--- config.mk ---
export PLATFORM = sky130hd
export DESIGN_NAME = wfm_ctl
export DESIGN_NICKNAME = d
export VERILOG_FILES = /design/src/rtl/wfm_pkg.sv /design/src/rtl/wfm_ctl.sv
export SDC_FILE = /design/constraint.sdc
export NUM_CORES = 1
export LEC_CHECK = 0
export BUFFER_PORTS_ARGS = -buffer_cell sky130_fd_sc_hd__buf_2
export CAP_MARGIN = 15
export CORE_ASPECT_RATIO = 0.8
export CORE_UTILIZATION = 35
export CTS_CLUSTER_DIAMETER = 150
export DETAILED_ROUTE_END_ITERATION = 8
export PLACE_DENSITY_LB_ADDON = 0.15
export SLEW_MARGIN = 20
export SYNTH_ARGS = -nofsm -noshare
export SYNTH_HDL_FRONTEND = slang
export SYNTH_SLANG_ARGS = --single-unit
--- constraint.sdc ---
create_clock -name clk_i -period 2.32 [get_ports clk_i]
set_clock_uncertainty 0.2 [all_clocks]
set_input_delay 0.232 -clock clk_i [delete_from_list [all_inputs] [get_ports clk_i]]
set_output_delay 0.232 -clock clk_i [all_outputs]
set_load 0.01 [all_outputs]
--- src/rtl/wfm_pkg.sv ---
package wfm_pkg;

  // frame and transform geometry
  localparam int FftPoints = 64;
  localparam int AddrW     = 6;
  localparam int NumBins   = FftPoints / 2 + 1;
  localparam int LastBin   = FftPoints / 2;
  localparam int NumBf     = FftPoints / 2;
  localparam int NumStages = 6;
  localparam int SqrtIters = 24;
  localparam logic [21:0] MagMax = 22'h3FFFFF;

  localparam longint unsigned PiQ30  = 64'd3373259426;
  localparam longint unsigned OneQ30 = 64'd1073741824;

  // sequencer steps, shared by controller and datapath
  typedef enum logic [4:0] {
    OP_IDLE,
    OP_LD_RD,
    OP_LD_MUL,
    OP_LD_WR,
    OP_BF_RDA,
    OP_BF_RDB,
    OP_BF_M0,
    OP_BF_M1,
    OP_BF_M2,
    OP_BF_M3,
    OP_BF_M4,
    OP_BF_WRA,
    OP_BF_WRB,
    OP_MG_RD,
    OP_MG_SQ0,
    OP_MG_SQ1,
    OP_MG_SQ2,
    OP_MG_INIT,
    OP_MG_STEP,
    OP_MG_OUT
  } wfm_op_e;

  typedef struct packed {
    logic signed [23:0] re;
    logic signed [23:0] im;
  } cpx_t;

  typedef struct packed {
    wfm_op_e    op;
    logic [5:0] idx;
    logic [2:0] stage;
    logic       st_we;
    logic [5:0] st_addr;
    logic [6:0] eff_len;
  } wfm_cmd_t;

  typedef struct packed {
    logic out_free;
  } wfm_sts_t;

  typedef logic [FftPoints-1:0][16:0] win_tab_t;
  typedef logic [NumBf-1:0][16:0]     tw_tab_t;

  // cos(2 pi num / den) in signed q30, den is 63 for the window and 64 for twiddles
  function automatic longint cos_q30(input int unsigned num, input bit win);
    longint unsigned dn;
    longint unsigned n;
    longint unsigned m;
    longint unsigned x;
    longint unsigned x2;
    longint unsigned t;
    longint unsigned sub;
    bit              neg;
    dn  = win ? 64'd63 : 64'd64;
    n   = 64'(num);
    neg = 1'b0;
    if (2 * n > dn) n = dn - n;
    if (4 * n > dn) begin
      neg = 1'b1;
      m   = dn - 2 * n;
    end else begin
      m = 2 * n;
    end
    if (win) x = (PiQ30 * m + 31) / 63;
    else     x = (PiQ30 * m + 32) / 64;
    x2  = (x * x + (OneQ30 >> 1)) >> 30;
    t   = OneQ30;
    sub = ((x2 * t) >> 30) / 182;
    t   = (sub > OneQ30) ? 64'd0 : OneQ30 - sub;
    sub = ((x2 * t) >> 30) / 132;
    t   = (sub > OneQ30) ? 64'd0 : OneQ30 - sub;
    sub = ((x2 * t) >> 30) / 90;
    t   = (sub > OneQ30) ? 64'd0 : OneQ30 - sub;
    sub = ((x2 * t) >> 30) / 56;
    t   = (sub > OneQ30) ? 64'd0 : OneQ30 - sub;
    sub = ((x2 * t) >> 30) / 30;
    t   = (sub > OneQ30) ? 64'd0 : OneQ30 - sub;
    sub = ((x2 * t) >> 30) / 12;
    t   = (sub > OneQ30) ? 64'd0 : OneQ30 - sub;
    sub = ((x2 * t) >> 30) / 2;
    t   = (sub > OneQ30) ? 64'd0 : OneQ30 - sub;
    return neg ? -longint'(t) : longint'(t);
  endfunction

  // round half up by 2^15
  function automatic longint rnd15(input longint v);
    return (v + 64'sd16384) >>> 15;
  endfunction

  function automatic win_tab_t build_win();
    win_tab_t tab;
    longint   c;
    longint   num;
    longint   w;
    for (int p = 0; p < FftPoints; p++) begin
      c   = cos_q30(p, 1'b1);
      num = 25 * longint'(OneQ30) - 21 * c;
      w   = (num + 23 * 32768) / (46 * 32768);
      if (w > 32767) w = 32767;
      tab[p] = 17'(w);
    end
    return tab;
  endfunction

  function automatic tw_tab_t build_tw_cos();
    tw_tab_t tab;
    for (int k = 0; k < NumBf; k++) begin
      tab[k] = 17'(rnd15(cos_q30(k, 1'b0)));
    end
    return tab;
  endfunction

  // imaginary twiddle part, already negated
  function automatic tw_tab_t build_tw_nsin();
    tw_tab_t tab;
    int      d;
    for (int k = 0; k < NumBf; k++) begin
      d      = (k > FftPoints / 4) ? k - FftPoints / 4 : FftPoints / 4 - k;
      tab[k] = 17'(-rnd15(cos_q30(d, 1'b0)));
    end
    return tab;
  endfunction

  localparam win_tab_t WinRom   = build_win();
  localparam tw_tab_t  TwCos    = build_tw_cos();
  localparam tw_tab_t  TwNegSin = build_tw_nsin();

  function automatic logic [AddrW-1:0] bitrev(input logic [AddrW-1:0] v);
    logic [AddrW-1:0] r;
    for (int i = 0; i < AddrW; i++) begin
      r[i] = v[AddrW-1-i];
    end
    return r;
  endfunction

  function automatic logic signed [23:0] sat24(input logic signed [28:0] v);
    if (v > 29'sd8388607) return 24'sd8388607;
    if (v < -29'sd8388608) return -24'sd8388608;
    return v[23:0];
  endfunction

endpackage

--- src/rtl/wfm_ctl.sv ---
module wfm_ctl (
  input  logic              clk_i,
  input  logic              rst_ni,
  input  logic              in_valid_i,
  output logic              in_stall_o,
  input  logic              cfg_valid_i,
  output logic              cfg_ready_o,
  input  logic [6:0]        cfg_data_i,
  input  wfm_pkg::wfm_sts_t sts_i,
  output wfm_pkg::wfm_cmd_t cmd_o
);
  import wfm_pkg::*;

  wfm_op_e    state_q, state_d;
  logic [5:0] idx_q, idx_d;
  logic [2:0] stage_q, stage_d;
  logic [4:0] iter_q, iter_d;
  logic [6:0] loaded_q, loaded_d;
  logic [6:0] flen_q, flen_d;
  logic [6:0] eff_len;
  logic       st_we;

  // effective frame length
  always_comb begin
    if (flen_q == 7'd0)               eff_len = 7'd1;
    else if (flen_q > 7'(FftPoints)) eff_len = 7'(FftPoints);
    else                              eff_len = flen_q;
  end

  // state and counter registers
  always_ff @(posedge clk_i or negedge rst_ni) begin
    if (!rst_ni) begin
      state_q  <= OP_IDLE;
      idx_q    <= '0;
      stage_q  <= '0;
      iter_q   <= '0;
      loaded_q <= '0;
      flen_q   <= 7'(FftPoints);
    end else begin
      state_q  <= state_d;
      idx_q    <= idx_d;
      stage_q  <= stage_d;
      iter_q   <= iter_d;
      loaded_q <= loaded_d;
      flen_q   <= flen_d;
    end
  end

  // next state and handshakes
  always_comb begin
    state_d     = state_q;
    idx_d       = idx_q;
    stage_d     = stage_q;
    iter_d      = iter_q;
    loaded_d    = loaded_q;
    flen_d      = flen_q;
    in_stall_o  = 1'b1;
    cfg_ready_o = 1'b0;
    st_we       = 1'b0;
    case (state_q)
      OP_IDLE: begin
        cfg_ready_o = 1'b1;
        in_stall_o  = cfg_valid_i;
        if (cfg_valid_i) begin
          flen_d   = cfg_data_i;
          loaded_d = '0;
        end else if (in_valid_i) begin
          st_we = 1'b1;
          if (loaded_q + 7'd1 >= eff_len) begin
            loaded_d = '0;
            idx_d    = '0;
            state_d  = OP_LD_RD;
          end else begin
            loaded_d = loaded_q + 7'd1;
          end
        end
      end
      OP_LD_RD:  state_d = OP_LD_MUL;
      OP_LD_MUL: state_d = OP_LD_WR;
      OP_LD_WR: begin
        if (idx_q == 6'(FftPoints - 1)) begin
          idx_d   = '0;
          stage_d = '0;
          state_d = OP_BF_RDA;
        end else begin
          idx_d   = idx_q + 6'd1;
          state_d = OP_LD_RD;
        end
      end
      OP_BF_RDA: state_d = OP_BF_RDB;
      OP_BF_RDB: state_d = OP_BF_M0;
      OP_BF_M0:  state_d = OP_BF_M1;
      OP_BF_M1:  state_d = OP_BF_M2;
      OP_BF_M2:  state_d = OP_BF_M3;
      OP_BF_M3:  state_d = OP_BF_M4;
      OP_BF_M4:  state_d = OP_BF_WRA;
      OP_BF_WRA: state_d = OP_BF_WRB;
      OP_BF_WRB: begin
        state_d = OP_BF_RDA;
        if (idx_q == 6'(NumBf - 1)) begin
          idx_d = '0;
          if (stage_q == 3'(NumStages - 1)) begin
            state_d = OP_MG_RD;
          end else begin
            stage_d = stage_q + 3'd1;
          end
        end else begin
          idx_d = idx_q + 6'd1;
        end
      end
      OP_MG_RD:   state_d = OP_MG_SQ0;
      OP_MG_SQ0:  state_d = OP_MG_SQ1;
      OP_MG_SQ1:  state_d = OP_MG_SQ2;
      OP_MG_SQ2:  state_d = OP_MG_INIT;
      OP_MG_INIT: begin
        iter_d  = '0;
        state_d = OP_MG_STEP;
      end
      OP_MG_STEP: begin
        if (iter_q == 5'(SqrtIters - 1)) begin
          state_d = OP_MG_OUT;
        end else begin
          iter_d = iter_q + 5'd1;
        end
      end
      OP_MG_OUT: begin
        if (sts_i.out_free) begin
          if (idx_q == 6'(LastBin)) begin
            idx_d   = '0;
            state_d = OP_IDLE;
          end else begin
            idx_d   = idx_q + 6'd1;
            state_d = OP_MG_RD;
          end
        end
      end
      default: state_d = OP_IDLE;
    endcase
  end

  assign cmd_o.op      = state_q;
  assign cmd_o.idx     = idx_q;
  assign cmd_o.stage   = stage_q;
  assign cmd_o.st_we   = st_we;
  assign cmd_o.st_addr = loaded_q[5:0];
  assign cmd_o.eff_len = eff_len;

  a_bin_range: assert property (@(posedge clk_i) disable iff (!rst_ni)
    state_q == OP_MG_OUT |-> idx_q <= 6'(LastBin))
    else $error("bin counter past last bin");

  a_fill_range: assert property (@(posedge clk_i) disable iff (!rst_ni)
    loaded_q < eff_len)
    else $error("fill count reached frame length");

  a_accept_idle: assert property (@(posedge clk_i) disable iff (!rst_ni)
    in_valid_i && !in_stall_o |-> state_q == OP_IDLE && !cfg_valid_i)
    else $error("sample taken while busy");

  a_fft_to_mag: assert property (@(posedge clk_i) disable iff (!rst_ni)
    state_q == OP_BF_WRB && idx_q == 6'(NumBf - 1) && stage_q == 3'(NumStages - 1)
    |=> state_q == OP_MG_RD && idx_q == 6'd0)
    else $error("transform end did not start bin output");

endmodule
==> flow_metrics.tcl, run 1 <==
set metrics [dict create \
    async_reset_ff_share_pct 100 \
    final-hold-violation-count 0 \
    synthSimpleGateAreaFrac_pct 21.5 \
    crit_path_start_kind "flip-flop" \
    synth_compound_area_share_pct 16.9 \
    clkSinkCount 33 \
    track_usage_pct 17.2 \
    end_kind "flip-flop" \
    remaining_drc_errors 0 \
    arrival_ps 2450 \
    clockPowerShare_pct 16.6 \
    clockRootBuffer "clkbuf_8" \
    synthMuxAreaShare_pct 4.17 \
    area_delta_synth_final_pct 37.6 \
    grt_pass1_vias 1731 \
    detail-route-antenna-nets 0 \
    synth.top_cell.area_share_pct 37.6 \
    gp_congestion 0.789 \
    cts_tree "yes" \
    synth_ff_type "dfrtp_1" \
    synth-edff-count 0 \
    finalMaxSlewViolations 0 \
    totalWireLength_um 5100 \
    r2r_slack_ps -150 \
    cap_violations 0 \
    holdWs_ps 79.6 \
    multi_input_area_mm2 0.00135 \
    drt_first_pass_iters 4 \
    wl_per_cell_um 13.6 \
    io_pins 42 \
    overflow 0 \
    cp-endpoint "idx_q[2]" \
    max_freq_ghz 0.405 \
    nets 318 \
    synth-adder-area-share_pct 7.63 \
    worstPathRequired_ps 2300 \
    violations "setup timing" \
    fin_cells 375 \
    p_switching_uw 1060 \
    r2r_cells 10 \
    grt_max_degree 34 \
    cts_buffer_depth 2 \
    postSynthCellCount 222 \
    dr_total_vias 1828 \
    syn_area_per_cell_um2 9.60 \
    die_w_um 89.3 \
    layout-drive-gt1-share_pct 42.5 \
    clock_latency_ps 280 \
    post-route-period-util_pct 106 \
    setup_viol 18 \
    final_core_util_pct 49.9 \
    die_y_um 71.8 \
    port_buffers 41 \
    tightestPinTransition_ps 775 \
    htree_num_levels 2 \
    post-dp-hpwl_um 3690 \
    grt_pass1_wl_um 8320 \
    combPwrFrac_pct 51.7 \
    yosysUniqueCellTypes 53 \
    syn_area_mm2 0.00213 \
    routed_via_density 4.87 \
    synth_top_family_by_area "simple AND/OR/NAND/NOR gates" \
    power.leakage_uw 0.00140 \
    syn_nets 247 \
    rsz0062_at_grt "true" \
    layout_setup_ws_ps -151 \
    ys_seq_area_share_pct 38.8 \
    dr.first_iter.drc_count 74 \
    worstReg2RegEnd "idx_q[2]" \
    clkTransAtPathRegs_ps 70 \
    reg2reg_from "loaded_q[0]" \
    placed_cells 355 \
    fin_tns_setup_ps -1890 \
    synth_area_leaders "dfrtp_1 38%, ha_1 7.6%, nand2_1 4.6%" \
    yosysMostFrequentCell "dfrtp_1" \
    switching_share_pct 39.1 \
    core_mm2 0.00588 \
    power-per-cell-area_mw_per_mm2 925 \
    status "finished with violations" \
    antenna_cells 0 \
    antenna_found_initial 0 \
    synth_xor_xnor_area_share_pct 4.11 \
    criticalPathCategory "flip-flop to flip-flop" \
    cts_buffers 5 \
    placementRows 25 \
    min_period_ps 2470 \
    ys_ff_latch 33 \
    die_area_mm2 0.00641 \
    vdd_drop_max_mv 0.384 \
    yosys_warnings 0 \
    nFillCells 574 \
    worstHoldPathType "input port to flip-flop" \
    crit_fanout 6 \
    initial_core_util_pct 36.3 \
    yosys-top-cells-count "32 x dfrtp_1, 26 x nand2_1, 14 x nand3_1, 13 x ha_1, 13 x nor2_1" \
    regArea_um2 831 \
    power.internal_uw 1650 \
    slew_headroom_pct 48.3 \
    critical_path.startpoint "loaded_q[0]" \
    seqPwrFrac_pct 31.7 \
    yosysTopAreaCell "dfrtp_1" \
]
==> cells by family (layout without fill, tap and decap cells) <==
kind of cell,Yosys count,in the layout
simple gates,83,83
compound gates,48,48
flops,33,33
buf+inv,27,99
fa+ha+maj,13,13
xor+xnor,10,10
mux,8,8
==> through the flow <==
step / setup WS [ps] / instance area, um^2 / power [uW]
2_1_floorplan: -57.6 / 2170 / 1660
3_3_place_gp: -153 / 2560 / 2060
3_5_place_dp: -189 / 2560 / 2080
4_1_cts: -165 / 2880 / 2680
5_1_grt: -262 / 2930 / 2930
6_report: -151 / 2930 / 2710
==> cell type report <==
type	count	share of cell area, %
Clock buffer	8	3.07
Inverter	13	1.83
Multi-Input combinational cell	162	45.9
Sequential cell	33	28.3
Tap cell	81	3.45
Timing Repair Buffer	78	17.4
==> sequential cells by signal, indices dropped and copies added, names as in the netlist <==
register,count
flen_q,7
idx_q,6
iter_q,5
loaded_q,7
stage_q,3
state_q,5
==> placed cells by master (no fill, tap or decap), drive strengths merged, types with 3 or more instances in the layout <==
cell type / Yosys / final
a21o: 4 / 4
ha: 13 / 13
xnor2: 7 / 7
a221oi: 3 / 3
clkbuf: 3 / 8
dfrtp: 32 / 32
buf: 11 / 70
and3: 3 / 3
o21ai: 12 / 12
inv: 12 / 12
dlygate4sd3: 0 / 8
nor2: 13 / 13
xor2: 3 / 3
mux2: 7 / 7
a21oi: 6 / 6
a22o: 7 / 7
nor3: 5 / 5
nand2: 27 / 27
nand3: 14 / 14
==> worst min-delay path by stage <==
stage            from    endpoint  depth (start not counted)
3_3_place_gp   rst_ni   flen_q[0]                          1
5_1_grt         sts_i  state_q[0]                          3
3_5_place_dp   rst_ni   flen_q[0]                          1
6_report        sts_i  state_q[0]                          3
4_1_cts         sts_i  state_q[0]                          3
2_1_floorplan  rst_ni   flen_q[0]                          0
==> power by group through the flow <==
stage               sequential [uW]  combinational, uW  clock (uW)
finish                          861               1400         449
global route                    885               1560         486
CTS                             856               1360         463
detailed placement              860               1220           0
global placement                854               1210           0
floorplan                       835                823           0
==> critical path: stages (launching register included) <==
cell and delay (ps):
dfrtp_2 440, ha_4 190, nand3_4 100, nor2_4 40
xor2_2 150, ha_1 310, o2111ai_2 130, o211ai_4 290
o211ai_4 170, o21bai_1 190, a21o_1 150
==> timing repair <==
item | 4_1_cts | 5_1_grt
endpoints found under the setup margin | 18 | 19
pin swaps | 13 | 5
gates cloned | 0 | 0
hold endpoints to repair | 39 | 0
buffers inserted | 3 | 1
hold buffers | 8 | 0
gates resized for setup | 21 | 12
==> per-layer routing <==
layer / part of all wire, % / GRT usage, % / up-vias
li1: - / - / 931
met1: 51 / 24.6 / 871
met2: 47 / 25.9 / 21
met3: 2.3 / 3.92 / 5
met4: 0.57 / 5.29 / 0
met5: 0 / 0 / -
No activity file was read; power rests on OpenSTA's default activity.
==> inputs of run 2 (changes only) <==
clock period = 2.96 ns   (was 2.32 ns; I/O delays follow)
==> run 2 against run 1 <==
Against the previous run:
- the flow now finishes without violations
- hold slack worse by 30 ps
- first-iteration DRC count up 23%
- sequential share of layout area rose by 5.4 points
- power fell by 33%
- utilization decreased by 8.2 points
- worst setup slack improved by 390 ps
- die area did not move
- flip-flop and latch count stayed put
- clock-buffer cell count did not move
- sequential power is 21% lower
- critical path type unchanged
- largest cell class unchanged
==> flow_metrics.tcl, run 2 (synthesis results as in run 1) <==
set metrics [dict create \
    post-route-period-util_pct 91.9 \
    grt_max_degree 34 \
    remaining_drc_errors 0 \
    die_w_um 89.3 \
    htree_num_levels 2 \
    nets 283 \
    detail-route-antenna-nets 0 \
    die_y_um 71.8 \
    cts_buffer_depth 2 \
    setup_viol 0 \
    overflow 0 \
    port_buffers 41 \
    final_cell_mix "41 x buf_2, 32 x dfrtp_1, 26 x nand2_1" \
    gp_congestion 0.750 \
    antenna_found_initial 0 \
    antenna_cells 0 \
    criticalPathCategory "flip-flop to flip-flop" \
    layout-drive-gt1-share_pct 28.2 \
    track_usage_pct 16.0 \
    die_area_mm2 0.00641 \
    postCtsSetupBuffers 0 \
    fin_cells 340 \
    power-per-cell-area_mw_per_mm2 739 \
    vdd_drop_max_mv 0.311 \
    reg.largest.list "flen_q (7), loaded_q (7), idx_q (6)" \
    cts_buffers 5 \
    fin_tns_setup_ps 0 \
    slew_headroom_pct 49.2 \
    dr_total_vias 1708 \
    rsz0062_at_grt "false" \
    holdBufCountCts 1 \
    min_period_ps 2720 \
    status "complete, no violations" \
    worstPathRequired_ps 2930 \
    grt_pass1_wl_um 7850 \
    drt_first_pass_iters 4 \
    dr.first_iter.drc_count 91 \
    end_kind "flip-flop" \
    placed_cells 331 \
    clkTransAtPathRegs_ps 70 \
    r2r_slack_ps 240 \
    finalMaxSlewViolations 0 \
    totalWireLength_um 4640 \
    cts_tree "yes" \
    arrival_ps 2690 \
    ctsResizeCount 0 \
    crit_fanout 7 \
    grt_pass1_vias 1621 \
    final-hold-violation-count 0 \
    power.leakage_uw 0.00121 \
    clock_latency_ps 280 \
    crit_path_start_kind "flip-flop" \
    worstHoldPathType "input port to flip-flop" \
    placementRows 25 \
    pre_cts_slack_ps 271 \
    nFillCells 645 \
    initial_core_util_pct 36.3 \
    clkSinkCount 33 \
    io_pins 42 \
    clockRootBuffer "clkbuf_8" \
    cap_violations 0 \
    max_freq_ghz 0.368 \
    core_mm2 0.00588 \
    area_delta_synth_final_pct 14.9 \
    tightestPinTransition_ps 761 \
    layout_commonest_cell "buf_2" \
    wl_per_cell_um 13.7 \
    post-dp-hpwl_um 3440 \
    layout_setup_ws_ps 240 \
    routed_via_density 5.02 \
]
[run 2: final timing paths]
| check | from | endpoint | depth (start not counted) |
|---|---|---|---|
| min in group asynchronous | rst_ni | iter_q[0] | 2 |
| worst max register to register | loaded_q[0] | state_q[1] | 9 |
| worst min register to register | flen_q[0] | flen_q[0] | 1 |
| max in group asynchronous | rst_ni | flen_q[4] | 2 |
| worst max-delay path | loaded_q[0] | state_q[1] | 9 |
| worst min-delay path | cfg_data_i[4] | flen_q[4] | 2 |
[run 2: worst max-delay path, cell delays in order, from the launching register on]
cell      delay, ps
dfrtp_1         440
ha_1            250
xor2_1          260
ha_1            300
a211o_1         290
a31oi_1         240
o211ai_4        130
nand3_1         260
a211oi_1         80
a21o_1          170
[run 2: power breakdown]
part	switching [uW]	total (uW)	leakage [uW]	internal (uW)
Sequential	122	683	0.000424	560
Combinational	429	775	0.000737	346
Clock	163	353	0.0000455	190
[run 2: per-layer routing]
metal	share of wire, %	track usage (%)
met2	42	22.0
met3	4.9	4.26
met4	0.73	4.76
met5	0	0
met1	52	24.1
[run 2: stage by stage]
stage / util, % / cell area, um^2 / hold WS [ps] / power (uW)
final: 41.7 / 2450 / 49.5 / 1810
after global routing: 41.7 / 2450 / 35.9 / 1970
after CTS: 41.7 / 2450 / 37.6 / 1840
after detailed placement: 40.0 / 2350 / 226 / 1470
after global placement: 40.0 / 2350 / 231 / 1460
after floorplan: - / 2130 / -200 / 1260
[run 2: area by class of cell]
class | instances | area (um^2) | share of cell area (%)
Clock buffer | 8 | 90.1 | 3.68
Multi-Input combinational cell | 162 | 1160 | 47.3
Timing Repair Buffer | 43 | 223 | 9.09
Sequential cell | 33 | 827 | 33.8
Inverter | 13 | 50.0 | 2.04
Tap cell | 81 | 101 | 4.14
